`src/hdl/rx_frame_pad_and_address_match_unit_defines.svh`:
```
// Assertion macros for the receive frame pad and address match unit.
// Used by the top level only; no other dependencies.
`ifndef RX_FRAME_PAD_AND_ADDRESS_MATCH_UNIT_DEFINES_SVH
`define RX_FRAME_PAD_AND_ADDRESS_MATCH_UNIT_DEFINES_SVH

// Same-cycle implication, disabled during reset.
`define RFPAM_ASSERT_NOW(label, clk, rstn, ante, cons, msg) \
    label: assert property (@(posedge clk) disable iff (!(rstn)) (ante) |-> (cons)) \
        else $error(msg);

// Next-cycle implication, disabled during reset.
`define RFPAM_ASSERT_NEXT(label, clk, rstn, ante, cons, msg) \
    label: assert property (@(posedge clk) disable iff (!(rstn)) (ante) |=> (cons)) \
        else $error(msg);

`endif

```
`src/hdl/rfpam_pkg.sv`:
```
// Shared constants, types and helpers for the receive frame pad and address match unit.
// No dependencies.
`timescale 1ns / 1ps

package rfpam_pkg;

    localparam int MAX_FRAME   = 4096;
    localparam int MIN_FRAME   = 60;
    localparam int MAC_BYTES   = 6;
    localparam int CNT_W       = $clog2(MAX_FRAME + 4);
    localparam int LEN_W       = 13;
    localparam int WORD_W      = 16;
    localparam int MAC_W       = 48;
    localparam int QUEUE_DEPTH = 2;
    localparam int QPTR_W      = $clog2(QUEUE_DEPTH);
    localparam int QCNT_W      = $clog2(QUEUE_DEPTH + 1);

    localparam logic [7:0] BCAST_BYTE = 8'hff;

    localparam int ST_OK_BIT      = 0;
    localparam int ST_BCAST_BIT   = 13;
    localparam int ST_STATION_BIT = 14;

    // Configuration register indexes
    localparam logic REG_STATION_MAC = 1'b0;
    localparam logic REG_RX_ENABLED  = 1'b1;

    // One queued command: an optional data byte, and frame close info on the last one
    typedef struct packed {
        logic             has_data;
        logic [7:0]       data;
        logic             frame_end;
        logic             bcast;
        logic             station;
        logic [CNT_W-1:0] count;
        logic [CNT_W-1:0] padded_len;
    } rfpam_cmd_t;

    typedef enum logic [1:0] {
        PH_DATA,
        PH_PAD,
        PH_STATUS
    } rfpam_phase_t;

    function automatic logic [7:0] mac_byte(input logic [MAC_W-1:0] mac,
                                            input logic [2:0] idx);
        logic [7:0] b;
        case (idx)
            3'd0:    b = mac[7:0];
            3'd1:    b = mac[15:8];
            3'd2:    b = mac[23:16];
            3'd3:    b = mac[31:24];
            3'd4:    b = mac[39:32];
            3'd5:    b = mac[47:40];
            default: b = 8'h00;
        endcase
        return b;
    endfunction

endpackage

```
`src/hdl/rfpam_front.sv`:
```
// Front end: accepts bytes, holds configuration, tracks count and address match,
// and builds queue commands. Depends on rfpam_pkg.
`timescale 1ns / 1ps

module rfpam_front (
    input  logic                          aclk,
    input  logic                          aresetn,
    input  logic                          cfg_wr_en,
    input  logic                          cfg_index,
    input  logic [rfpam_pkg::MAC_W-1:0]   cfg_wr_data,
    input  logic                          s_valid,
    output logic                          s_ready,
    input  logic [7:0]                    s_rx_byte,
    input  logic                          s_frame_end,
    input  logic                          q_full,
    output logic                          q_push,
    output rfpam_pkg::rfpam_cmd_t         q_cmd
);

    logic [rfpam_pkg::MAC_W-1:0] mac_reg;
    logic                        rx_en_reg;
    logic [rfpam_pkg::CNT_W-1:0] count_reg, count_next;
    logic                        bcast_reg, bcast_next;
    logic                        station_reg, station_next;

    logic                        accept;
    logic                        in_range;
    logic                        addr_byte;
    logic [7:0]                  mac_cur;
    logic                        bcast_cur, station_cur;
    logic                        bcast_fin, station_fin;
    logic [rfpam_pkg::CNT_W-1:0] cnt_new;
    logic [rfpam_pkg::CNT_W-1:0] len_min, len_sum;

    assign s_ready = !q_full;
    assign accept  = s_valid && s_ready;

    always_comb begin
        in_range  = count_reg < rfpam_pkg::CNT_W'(rfpam_pkg::MAX_FRAME);
        addr_byte = count_reg < rfpam_pkg::CNT_W'(rfpam_pkg::MAC_BYTES);
        mac_cur   = rfpam_pkg::mac_byte(mac_reg, count_reg[2:0]);

        bcast_cur   = bcast_reg &&
                      !(in_range && addr_byte && (s_rx_byte != rfpam_pkg::BCAST_BYTE));
        station_cur = station_reg &&
                      !(in_range && addr_byte && (s_rx_byte != mac_cur));
        cnt_new     = count_reg + rfpam_pkg::CNT_W'(in_range);

        // Missing address bytes of a short frame count as zero
        bcast_fin   = bcast_cur && (cnt_new >= rfpam_pkg::CNT_W'(rfpam_pkg::MAC_BYTES));
        station_fin = station_cur;
        for (int i = 0; i < rfpam_pkg::MAC_BYTES; i++) begin
            if ((rfpam_pkg::CNT_W'(i) >= cnt_new) &&
                (rfpam_pkg::mac_byte(mac_reg, 3'(i)) != 8'h00)) begin
                station_fin = 1'b0;
            end
        end

        len_min = (cnt_new < rfpam_pkg::CNT_W'(rfpam_pkg::MIN_FRAME)) ?
                  rfpam_pkg::CNT_W'(rfpam_pkg::MIN_FRAME) : cnt_new;
        len_sum = len_min + rfpam_pkg::CNT_W'(3);

        q_cmd.has_data   = in_range;
        q_cmd.data       = s_rx_byte;
        q_cmd.frame_end  = s_frame_end;
        q_cmd.bcast      = bcast_fin;
        q_cmd.station    = station_fin;
        q_cmd.count      = cnt_new;
        q_cmd.padded_len = {len_sum[rfpam_pkg::CNT_W-1:2], 2'b00};

        q_push = accept && rx_en_reg && (in_range || s_frame_end);

        count_next   = count_reg;
        bcast_next   = bcast_reg;
        station_next = station_reg;
        if (accept) begin
            if (!rx_en_reg || s_frame_end) begin
                // drop or close the frame: back to the idle frame state
                count_next   = '0;
                bcast_next   = 1'b1;
                station_next = 1'b1;
            end else begin
                count_next   = cnt_new;
                bcast_next   = bcast_cur;
                station_next = station_cur;
            end
        end
    end

    always_ff @(posedge aclk) begin
        if (!aresetn) begin
            mac_reg     <= '0;
            rx_en_reg   <= 1'b0;
            count_reg   <= '0;
            bcast_reg   <= 1'b1;
            station_reg <= 1'b1;
        end else begin
            if (cfg_wr_en) begin
                case (cfg_index)
                    rfpam_pkg::REG_STATION_MAC: mac_reg   <= cfg_wr_data;
                    rfpam_pkg::REG_RX_ENABLED:  rx_en_reg <= cfg_wr_data[0];
                    default: ;
                endcase
            end
            count_reg   <= count_next;
            bcast_reg   <= bcast_next;
            station_reg <= station_next;
        end
    end

endmodule

```
`src/hdl/rfpam_queue.sv`:
```
// Short command queue between front and back end.
// Depends on rfpam_pkg.
`timescale 1ns / 1ps

module rfpam_queue (
    input  logic                  aclk,
    input  logic                  aresetn,
    input  logic                  push,
    input  rfpam_pkg::rfpam_cmd_t push_cmd,
    output logic                  full,
    input  logic                  pop,
    output logic                  head_valid,
    output rfpam_pkg::rfpam_cmd_t head_cmd
);

    rfpam_pkg::rfpam_cmd_t mem [rfpam_pkg::QUEUE_DEPTH];

    logic [rfpam_pkg::QPTR_W-1:0] wr_ptr_reg, wr_ptr_next;
    logic [rfpam_pkg::QPTR_W-1:0] rd_ptr_reg, rd_ptr_next;
    logic [rfpam_pkg::QCNT_W-1:0] fill_reg, fill_next;
    logic                         do_pop;

    assign full       = fill_reg == rfpam_pkg::QCNT_W'(rfpam_pkg::QUEUE_DEPTH);
    assign head_valid = fill_reg != '0;
    assign head_cmd   = mem[rd_ptr_reg];
    assign do_pop     = pop && head_valid;

    always_comb begin
        wr_ptr_next = wr_ptr_reg;
        rd_ptr_next = rd_ptr_reg;
        if (push) begin
            wr_ptr_next = (wr_ptr_reg == rfpam_pkg::QPTR_W'(rfpam_pkg::QUEUE_DEPTH - 1)) ?
                          '0 : wr_ptr_reg + rfpam_pkg::QPTR_W'(1);
        end
        if (do_pop) begin
            rd_ptr_next = (rd_ptr_reg == rfpam_pkg::QPTR_W'(rfpam_pkg::QUEUE_DEPTH - 1)) ?
                          '0 : rd_ptr_reg + rfpam_pkg::QPTR_W'(1);
        end
        fill_next = fill_reg + rfpam_pkg::QCNT_W'(push) - rfpam_pkg::QCNT_W'(do_pop);
    end

    always_ff @(posedge aclk) begin
        if (push) begin
            mem[wr_ptr_reg] <= push_cmd;
        end
    end

    always_ff @(posedge aclk) begin
        if (!aresetn) begin
            wr_ptr_reg <= '0;
            rd_ptr_reg <= '0;
            fill_reg   <= '0;
        end else begin
            wr_ptr_reg <= wr_ptr_next;
            rd_ptr_reg <= rd_ptr_next;
            fill_reg   <= fill_next;
        end
    end

endmodule

```
`src/hdl/rfpam_back.sv`:
```
// Back end: plays out data bytes, zero padding and the closing status result
// into an output register. Depends on rfpam_pkg.
`timescale 1ns / 1ps

module rfpam_back (
    input  logic                          aclk,
    input  logic                          aresetn,
    input  logic                          head_valid,
    input  rfpam_pkg::rfpam_cmd_t         head_cmd,
    output logic                          pop,
    output logic                          m_valid,
    input  logic                          m_ready,
    output logic [7:0]                    m_data_byte,
    output logic                          m_is_status,
    output logic [rfpam_pkg::WORD_W-1:0]  m_status_word,
    output logic [rfpam_pkg::LEN_W-1:0]   m_frame_length,
    output logic                          m_last
);

    rfpam_pkg::rfpam_phase_t     phase_reg, phase_next;
    logic [rfpam_pkg::CNT_W-1:0] pad_cnt_reg, pad_cnt_next;
    logic [rfpam_pkg::CNT_W-1:0] pad_inc;

    logic                         m_valid_reg, m_valid_next;
    logic [7:0]                   data_reg, data_next;
    logic                         status_reg, status_next;
    logic [rfpam_pkg::WORD_W-1:0] word_reg, word_next;
    logic [rfpam_pkg::LEN_W-1:0]  len_reg, len_next;

    logic                         can_load;
    logic                         load;
    logic [rfpam_pkg::WORD_W-1:0] word_build;

    assign can_load = !m_valid_reg || m_ready;
    assign pad_inc  = pad_cnt_reg + rfpam_pkg::CNT_W'(1);

    always_comb begin
        word_build = '0;
        word_build[rfpam_pkg::ST_OK_BIT]      = 1'b1;
        word_build[rfpam_pkg::ST_BCAST_BIT]   = head_cmd.bcast;
        word_build[rfpam_pkg::ST_STATION_BIT] = head_cmd.station;
    end

    // Next phase
    always_comb begin
        phase_next = phase_reg;
        case (phase_reg)
            rfpam_pkg::PH_DATA: begin
                if (head_valid && head_cmd.frame_end &&
                    (!head_cmd.has_data || can_load)) begin
                    phase_next = (head_cmd.count < head_cmd.padded_len) ?
                                 rfpam_pkg::PH_PAD : rfpam_pkg::PH_STATUS;
                end
            end
            rfpam_pkg::PH_PAD: begin
                if (can_load && (pad_inc == head_cmd.padded_len)) begin
                    phase_next = rfpam_pkg::PH_STATUS;
                end
            end
            rfpam_pkg::PH_STATUS: begin
                if (can_load) begin
                    phase_next = rfpam_pkg::PH_DATA;
                end
            end
            default: phase_next = rfpam_pkg::PH_DATA;
        endcase
    end

    // Output register loads, queue pops and pad counter
    always_comb begin
        load         = 1'b0;
        pop          = 1'b0;
        pad_cnt_next = pad_cnt_reg;
        data_next    = data_reg;
        status_next  = status_reg;
        word_next    = word_reg;
        len_next     = len_reg;
        case (phase_reg)
            rfpam_pkg::PH_DATA: begin
                if (head_valid) begin
                    pad_cnt_next = head_cmd.count;
                    if (head_cmd.has_data && can_load) begin
                        load        = 1'b1;
                        data_next   = head_cmd.data;
                        status_next = 1'b0;
                        word_next   = '0;
                        len_next    = '0;
                        pop         = !head_cmd.frame_end;
                    end
                end
            end
            rfpam_pkg::PH_PAD: begin
                if (can_load) begin
                    load         = 1'b1;
                    data_next    = 8'h00;
                    status_next  = 1'b0;
                    word_next    = '0;
                    len_next     = '0;
                    pad_cnt_next = pad_inc;
                end
            end
            rfpam_pkg::PH_STATUS: begin
                if (can_load) begin
                    load        = 1'b1;
                    data_next   = 8'h00;
                    status_next = 1'b1;
                    word_next   = word_build;
                    len_next    = rfpam_pkg::LEN_W'(head_cmd.padded_len);
                    pop         = 1'b1;
                end
            end
            default: ;
        endcase
        m_valid_next = load ? 1'b1 : (m_ready ? 1'b0 : m_valid_reg);
    end

    always_ff @(posedge aclk) begin
        pad_cnt_reg <= pad_cnt_next;
        data_reg    <= data_next;
        status_reg  <= status_next;
        word_reg    <= word_next;
        len_reg     <= len_next;
    end

    always_ff @(posedge aclk) begin
        if (!aresetn) begin
            phase_reg   <= rfpam_pkg::PH_DATA;
            m_valid_reg <= 1'b0;
        end else begin
            phase_reg   <= phase_next;
            m_valid_reg <= m_valid_next;
        end
    end

    assign m_valid        = m_valid_reg;
    assign m_data_byte    = data_reg;
    assign m_is_status    = status_reg;
    assign m_status_word  = word_reg;
    assign m_frame_length = len_reg;
    assign m_last         = status_reg;

endmodule

```
`src/hdl/rx_frame_pad_and_address_match_unit.sv`:
```
// Top level of the receive frame pad and address match unit.
// Depends on rfpam_pkg, rfpam_front, rfpam_queue, rfpam_back and the defines header.
//
//   channel | direction | payload
//   s_      | in        | rx_byte, frame_end
//   m_      | out       | data_byte, is_status, status_word, frame_length, last
//   cfg_    | in        | write only: station_mac (index 0), rx_enabled (index 1)
//
// One input byte per cycle when the two-entry command queue has room.
// At frame end the back end plays out the pad bytes and then the status through the
// output register's single port, so input stalls once the queue fills.
// Synchronous active-low reset; no clearing pass. Either side may stall at will.
`timescale 1ns / 1ps
`include "rx_frame_pad_and_address_match_unit_defines.svh"

module rx_frame_pad_and_address_match_unit (
    input  logic                          aclk,
    input  logic                          aresetn,
    input  logic                          cfg_wr_en,
    input  logic                          cfg_index,
    input  logic [rfpam_pkg::MAC_W-1:0]   cfg_wr_data,
    input  logic                          s_valid,
    output logic                          s_ready,
    input  logic [7:0]                    s_rx_byte,
    input  logic                          s_frame_end,
    output logic                          m_valid,
    input  logic                          m_ready,
    output logic [7:0]                    m_data_byte,
    output logic                          m_is_status,
    output logic [rfpam_pkg::WORD_W-1:0]  m_status_word,
    output logic [rfpam_pkg::LEN_W-1:0]   m_frame_length,
    output logic                          m_last
);

    logic                  q_full;
    logic                  q_push;
    logic                  q_pop;
    logic                  head_valid;
    rfpam_pkg::rfpam_cmd_t push_cmd;
    rfpam_pkg::rfpam_cmd_t head_cmd;
    logic                  status_out;
    logic                  status_taken;
    logic                  status_fields_ok;

    rfpam_front u_front (
        .aclk        (aclk),
        .aresetn     (aresetn),
        .cfg_wr_en   (cfg_wr_en),
        .cfg_index   (cfg_index),
        .cfg_wr_data (cfg_wr_data),
        .s_valid     (s_valid),
        .s_ready     (s_ready),
        .s_rx_byte   (s_rx_byte),
        .s_frame_end (s_frame_end),
        .q_full      (q_full),
        .q_push      (q_push),
        .q_cmd       (push_cmd)
    );

    rfpam_queue u_queue (
        .aclk       (aclk),
        .aresetn    (aresetn),
        .push       (q_push),
        .push_cmd   (push_cmd),
        .full       (q_full),
        .pop        (q_pop),
        .head_valid (head_valid),
        .head_cmd   (head_cmd)
    );

    rfpam_back u_back (
        .aclk           (aclk),
        .aresetn        (aresetn),
        .head_valid     (head_valid),
        .head_cmd       (head_cmd),
        .pop            (q_pop),
        .m_valid        (m_valid),
        .m_ready        (m_ready),
        .m_data_byte    (m_data_byte),
        .m_is_status    (m_is_status),
        .m_status_word  (m_status_word),
        .m_frame_length (m_frame_length),
        .m_last         (m_last)
    );

    assign status_out       = m_valid && m_is_status;
    assign status_taken     = m_valid && m_ready && m_is_status;
    assign status_fields_ok = (m_frame_length[1:0] == 2'b00) &&
                              (m_frame_length >= rfpam_pkg::LEN_W'(rfpam_pkg::MIN_FRAME)) &&
                              m_status_word[rfpam_pkg::ST_OK_BIT];

    `RFPAM_ASSERT_NOW(a_no_push_full, aclk, aresetn, q_push, !q_full, "queue push while full")
    `RFPAM_ASSERT_NOW(a_no_pop_empty, aclk, aresetn, q_pop, head_valid, "queue pop while empty")
    `RFPAM_ASSERT_NOW(a_status_len, aclk, aresetn, status_out, status_fields_ok, "bad status")
    `RFPAM_ASSERT_NEXT(a_status_drains, aclk, aresetn, status_taken, !status_out, "status repeated")

endmodule

```
`config.mk`:
```
export PLATFORM = sky130hd
export DESIGN_NAME = rx_frame_pad_and_address_match_unit
export DESIGN_NICKNAME = d
export VERILOG_FILES = /design/src/hdl/rfpam_pkg.sv /design/src/hdl/rfpam_front.sv /design/src/hdl/rfpam_queue.sv /design/src/hdl/rfpam_back.sv /design/src/hdl/rx_frame_pad_and_address_match_unit.sv
export VERILOG_INCLUDE_DIRS = /design/src /design/src/hdl
export SDC_FILE = /design/constraint.sdc
export NUM_CORES = 1
export LEC_CHECK = 0
export BUFFER_PORTS_ARGS = -buffer_cell sky130_fd_sc_hd__buf_2
export CAP_MARGIN = 20
export CORE_MARGIN = 8
export CORE_UTILIZATION = 25
export CTS_BUF_LIST = sky130_fd_sc_hd__clkbuf_16
export DETAILED_ROUTE_END_ITERATION = 12
export PLACE_DENSITY = 0.39
export SLEW_MARGIN = 20
export SYNTH_ARGS = -nofsm -noshare
export SYNTH_HDL_FRONTEND = slang
export SYNTH_SLANG_ARGS = --single-unit
```
`constraint.sdc`:
```
create_clock -name aclk -period 9.6 [get_ports aclk]
set_clock_uncertainty 0.1 [all_clocks]
set_input_delay 1.44 -clock aclk [delete_from_list [all_inputs] [get_ports aclk]]
set_output_delay 1.44 -clock aclk [all_outputs]
set_load 0.03 [all_outputs]
```
==> flow_summary.toml, run 1 <==
[status]
status = "finished clean"

[power_and_ir_drop]
p_clk_frac = 0.274
leakagePower_nw = 3.73
p_sw_uw = 954
p_total_mw = 2.55
intPower_mw = 1.59
p_seq_frac = 0.416
combinationalPowerShare = 0.310
ir_drop_mv = 0.168
swShare = 0.375
p_per_area_nw_per_um2 = 247

[finish]
n_antenna_cell = 0
largest_register_ff_count = 72
synthToLayoutAreaGrowth_pct = 16.4
fin_nets = 1011
layout_common_cells = "nand2_1 (131), edfxtp_1 (107), buf_2 (88)"
n_fill_cell = 3753
ff_latch_area_um2 = 4660
multi_input_area_um2 = 3880
layout-drive-gt1-share = 0.183
layout_commonest_cell = "nand2_1"

[grt]
overflow = 0
antenna_found_initial = 1
grt_pass1_vias = 6494
grt_start_max_net_pins = 63
track_usage = 0.115
grt_pass1_wl_um = 37600

[place]
hpwlAfterDp_um = 17400
place.gp.congestion = 0.800
pre_cts_ws_ps = 6090
port_buffers = 88

[sta]
max-slew-margin-rel = 0.404
drv_slew = 0
finalHoldViolations = 0
setup_ws_ps = 6180
worst_pin_slew_ps = 894
period_share = 0.356
setup_viol = 0
grt_setup_unrepaired = "false"
setup_tns_ps = 0
period_needed_ps = 3420
fmax_mhz = 292

[critical_path]
crit_fanout = 41
worstPathArrival_ps = 3710
crit_slowest_cell = "mux2i_1"
required_ps = 9890
cpLargestDelayFamily = "multiplexers"
path_cells = "buf_4, mux2i_1, ha_1, a21oi_1, o21ai_0, or3_1, o21ai_0, nor4b_1, mux2i_1, nand3_1"
slowest_delay_ps = 640
end_kind = "flip-flop"
criticalPathCategory = "reg2reg"
start_kind = "flip-flop"
crit_buf_inv = 1

[cts]
clkLatencyLatePin_ps = 440
post-cts-setup-buffer-count = 0
post_cts_resized = 0
path_clk_slew_ps = 80
root_buffer = "clkbuf_16"
cts_buffers = 17
cts_max_level = 4
cts.sinks = 179
clockBufferDepth = 2
cts_tree = "yes"
holdBufCountCts = 0

[synth]
synth_top_area_cell = "edfxtp_1"
ys_seq_area_frac = 0.524
yosysWarnings = 0
synth_seq_cells = 179
synth_cell_types = 64
synth_cells = 860
syn_area_per_cell_um2 = 10.3
synthTopCellsByArea = "edfxtp_1 (36%), dfxtp_1 (16%), nand2_1 (5.5%), a21oi_1 (4.3%), ha_1 (2.8%)"
synth_top_area_frac = 0.362
syn_area_um2 = 8880
synth_edf_count = 107
synth_flop_cell = "edfxtp_1"
ys_async_sr_fraction = 0

[detailed_routing]
detail-route-antenna-nets = 0
first_iter_violations = 293
num_vias = 6323
drt-total-wl_um = 23700
dr.pass1.iters = 6
avgViaCountPerCell = 4.51
drc = 0
wl_per_cell_um = 16.9

[floorplan]
core_um2 = 35300
io_pins = 104
die_x_um = 204
initial_core_util = 0.252
rows = 69
die_area_um2 = 41800
fp.dieH_um = 204

[run]
cap_violations = 0

[worst_hold_path]
hold_class = "reg2reg"
-- final cells by class --
class                      count  share of cell area
clock inverter                15              0.0156
multi-input combinational    609               0.375
tap                          461              0.0558
inverter                      24             0.00872
timing repair buffer          97              0.0530
clock buffer                  17              0.0412
sequential                   179               0.450
-- path summary, 6_finish.rpt --
check                      startpoint             endpoint  slack (ps)  cells after the start
setup / recovery            flip-flop  u_back.phase_reg[0]        6180                     10
hold / removal    u_front.mac_reg[10]  u_front.mac_reg[10]         380                      2
setup reg to reg            flip-flop  u_back.phase_reg[0]        6180                     10
hold reg to reg   u_front.mac_reg[10]  u_front.mac_reg[10]         380                      2
-- metrics by stage --
| step | cell area, um^2 | std cells | hold slack, ps | utilization |
|---|---|---|---|---|
| floorplan | 8930 | 874 | 340 | - |
| global placement | 9690 | 1368 | 365 | 0.275 |
| detailed placement | 9720 | 1369 | 368 | 0.275 |
| CTS | 10300 | 1401 | 378 | 0.292 |
| global route | 10300 | 1402 | 397 | 0.293 |
| finish | 10300 | 1402 | 378 | 0.293 |
-- Yosys cell counts, types with 9 or more instances --
| master | instances |
|---|---|
| a22oi_1 | 18 |
| nand2_1 | 131 |
| edfxtp_1 | 107 |
| dfxtp_1 | 72 |
| clkbuf_1 | 23 |
| nor2b_1 | 17 |
| nand3_1 | 21 |
| and3_1 | 9 |
| inv_1 | 24 |
| o21ai_0 | 26 |
| nand4_1 | 11 |
| nor2_1 | 64 |
| mux2i_1 | 24 |
| a21oi_1 | 76 |
| buf_2 | 12 |
| xnor2_1 | 28 |
| nor3_1 | 17 |
| ha_1 | 20 |
| xor2_1 | 17 |
| nor4_1 | 13 |
| buf_4 | 21 |
| mux2_2 | 22 |
-- power groups by stage --
| stage | clock network (mW) | registers (mW) | logic, mW |
|---|---|---|---|
| after floorplan | 0 | 1.15 | 0.489 |
| after global placement | 0 | 1.08 | 0.805 |
| after detailed placement | 0 | 1.08 | 0.806 |
| after CTS | 0.723 | 1.06 | 0.809 |
| after global routing | 0.751 | 1.07 | 0.876 |
| final | 0.699 | 1.06 | 0.790 |
-- tightest hold or removal path, cell delays in order, from the launching register on --
cell	delay, ps
dfxtp_1	330
nand2_1	60
a21oi_1	50
-- metal layers --
| layer | track usage | vias up | part of all wire |
|---|---|---|---|
| met3 | 0.0258 | 16 | 0.034 |
| met5 | 0 | - | 0.00055 |
| met4 | 0.0296 | 2 | 0.011 |
| met2 | 0.181 | 104 | 0.46 |
| met1 | 0.157 | 3019 | 0.50 |
| li1 | - | 3182 | - |
-- cell families (layout without fill, tap and decap cells) --
family / after synthesis / after routing / share of synthesized area
AND/OR/NAND/NOR: 311 / 311 / 0.167
XOR/XNOR: 50 / 50 / 0.0563
other: 1 / 15 / 0.000422
adder cells (fa/ha/maj): 20 / 20 / 0.0282
multiplexers: 50 / 50 / 0.0628
flip-flops: 179 / 179 / 0.524
buffers and inverters: 86 / 153 / 0.0478
AO/OA/AOI/OAI: 163 / 163 / 0.113
No activity file was read; power rests on OpenSTA's default activity.
==> run 2: changes to the inputs <==
--- a/config.mk
+++ b/config.mk
@@ -12,7 +12,7 @@
 export CORE_UTILIZATION = 25
 export CTS_BUF_LIST = sky130_fd_sc_hd__clkbuf_16
 export DETAILED_ROUTE_END_ITERATION = 12
-export PLACE_DENSITY = 0.39
+export PLACE_DENSITY = 0.4
 export SLEW_MARGIN = 20
 export SYNTH_ARGS = -nofsm -noshare
 export SYNTH_HDL_FRONTEND = slang
==> constraint.sdc (replaced) <==
create_clock -name aclk -period 3 [get_ports aclk]
set_clock_uncertainty 0.1 [all_clocks]
set_input_delay 0.45 -clock aclk [delete_from_list [all_inputs] [get_ports aclk]]
set_output_delay 0.45 -clock aclk [all_outputs]
set_load 0.03 [all_outputs]
==> flow_summary.toml, run 2 (synthesis results as in run 1) <==
[detailed_routing]
first_iter_violations = 338
avgViaCountPerCell = 4.51
drc = 0
num_vias = 6496
detail-route-antenna-nets = 0
drt-total-wl_um = 24100
wl_per_cell_um = 16.7
dr.pass1.iters = 6

[place]
hpwlAfterDp_um = 18200
port_buffers = 88
pre_cts_ws_ps = 99.5
place.gp.congestion = 0.802

[critical_path]
r2r_slack_ps = 190
required_ps = 3090
crit_fanout = 6
r2r-start = "u_front.count_reg[12]"
start_kind = "flip-flop"
reg2regPathDepth = 10
end_kind = "flip-flop"
worstPathArrival_ps = 2900
criticalPathCategory = "reg2reg"
reg2reg_to = "u_queue.mem[1][10]"

[finish]
ff_latch_area_um2 = 4660
multi_input_area_um2 = 3890
layout-drive-gt1-share = 0.215
fin_nets = 1050
n_antenna_cell = 0
synthToLayoutAreaGrowth_pct = 19.7
largest_register_ff_count = 72
n_fill_cell = 3692
layout_commonest_cell = "nand2_1"
layout_common_cells = "nand2_1 (131), edfxtp_1 (107), buf_2 (88)"
finish.utilization = 0.301

[cts]
path_clk_slew_ps = 80
clkLatencyLatePin_ps = 440
cts_tree = "yes"
root_buffer = "clkbuf_16"
cts_max_level = 4
cts.sinks = 179
clockBufferDepth = 2
cts_buffers = 17

[grt]
antenna_found_initial = 2
track_usage = 0.117
overflow = 0
grt_pass1_wl_um = 38500
grt_pass1_vias = 6766
grt_start_max_net_pins = 49

[status]
status = "finished clean"

[worst_hold_path]
hold_end = "u_front.mac_reg[22]"
holdPathStages = 3
hold_class = "in2reg"
hold_start = "cfg_wr_data[22]"

[floorplan]
die_area_um2 = 41800
die_x_um = 204
core_um2 = 35300
initial_core_util = 0.252
fp.dieH_um = 204
rows = 69
io_pins = 104

[run]
cap_violations = 0

[sta]
worst_pin_slew_ps = 742
setup_ws_ps = 189
period_needed_ps = 2810
drv_slew = 0
grt_setup_unrepaired = "false"
fmax_mhz = 356
setup_viol = 0
finalHoldViolations = 0
max-slew-margin-rel = 0.504
period_share = 0.937
whs_ps = 143

[power_and_ir_drop]
p_per_area_nw_per_um2 = 779
leakagePower_nw = 3.93
ir_drop_mv = 0.479
p_total_mw = 8.29
==> run 2: cell count changes in the layout (fill, tap and decap cells not counted), sizes merged <==
| cell | delta |
|---|---|
| buf | +39 |
| clkinv | -1 |
| clkinvlp | -1 |
| inv | +2 |
==> run 2: timing repair <==
action,4_1_cts,5_1_grt
setup buffers,0,0
gates resized for setup,0,4
hold buffers,0,0
setup endpoints to repair,0,6
==> run 2: critical path, cell delays in order (launching register included) <==
cell     delay [ps]
dfxtp_1         310
inv_1           150
ha_1            230
ha_2            280
nand3_1         190
xnor2_4         290
nand3_4         160
nor4b_4         400
nand3_2         160
nor3_2          180
xor2_1          110
==> run 2: power by group <==
part | leakage [nW] | switching (mW) | internal [mW] | total (mW)
logic | 2.05 | 1.70 | 0.984 | 2.68
registers | 1.60 | 0.254 | 3.12 | 3.38
clock network | 0.284 | 1.11 | 1.12 | 2.23
total | 3.93 | 3.06 | 5.22 | 8.29
==> run 2: area by class of cell <==
type,count,share of cell area
multi-input cells,609,0.366
flip-flops and latches,179,0.438
inverters,24,0.00847
clock buffers,17,0.0400
repair buffers,136,0.0788
well taps,461,0.0542
clock inverters,15,0.0148
==> run 2: per-stage QoR <==
| stage | area (um^2) | setup TNS (ps) | std cells |
|---|---|---|---|
| 2_1_floorplan | 8940 | -6480 | 874 |
| 3_5_place_dp | 10000 | 0 | 1409 |
| 5_1_grt | 10600 | 0 | 1441 |
| 4_1_cts | 10600 | 0 | 1441 |
| 6_report | 10600 | 0 | 1441 |
| 3_3_place_gp | 10000 | 0 | 1409 |
==> run 2: how the worst max path moves through the flow <==
stage / endpoint / startpoint / slack, ps / cells past startpoint
4_1_cts: u_back.phase_reg[0] / flip-flop / 80 / 10
5_1_grt: u_queue.mem[1][10] / u_front.count_reg[12] / 4 / 10
6_report: u_queue.mem[1][10] / u_front.count_reg[12] / 190 / 10
2_1_floorplan: u_queue.mem[0][0] / u_queue.fill_reg[0] / -90 / 5
3_5_place_dp: u_queue.mem[1][10] / u_front.count_reg[12] / 100 / 10
3_3_place_gp: u_queue.mem[0][10] / u_front.count_reg[12] / 180 / 10
==> run 2: per-layer routing <==
layer  global-route usage  vias to the layer above  share of wire
met5                    0                        -         0.0011
met4               0.0386                        4          0.018
met3               0.0256                       33          0.036
met2                0.189                      120           0.46
met1                0.154                     3078           0.48
li1                     -                     3261              -
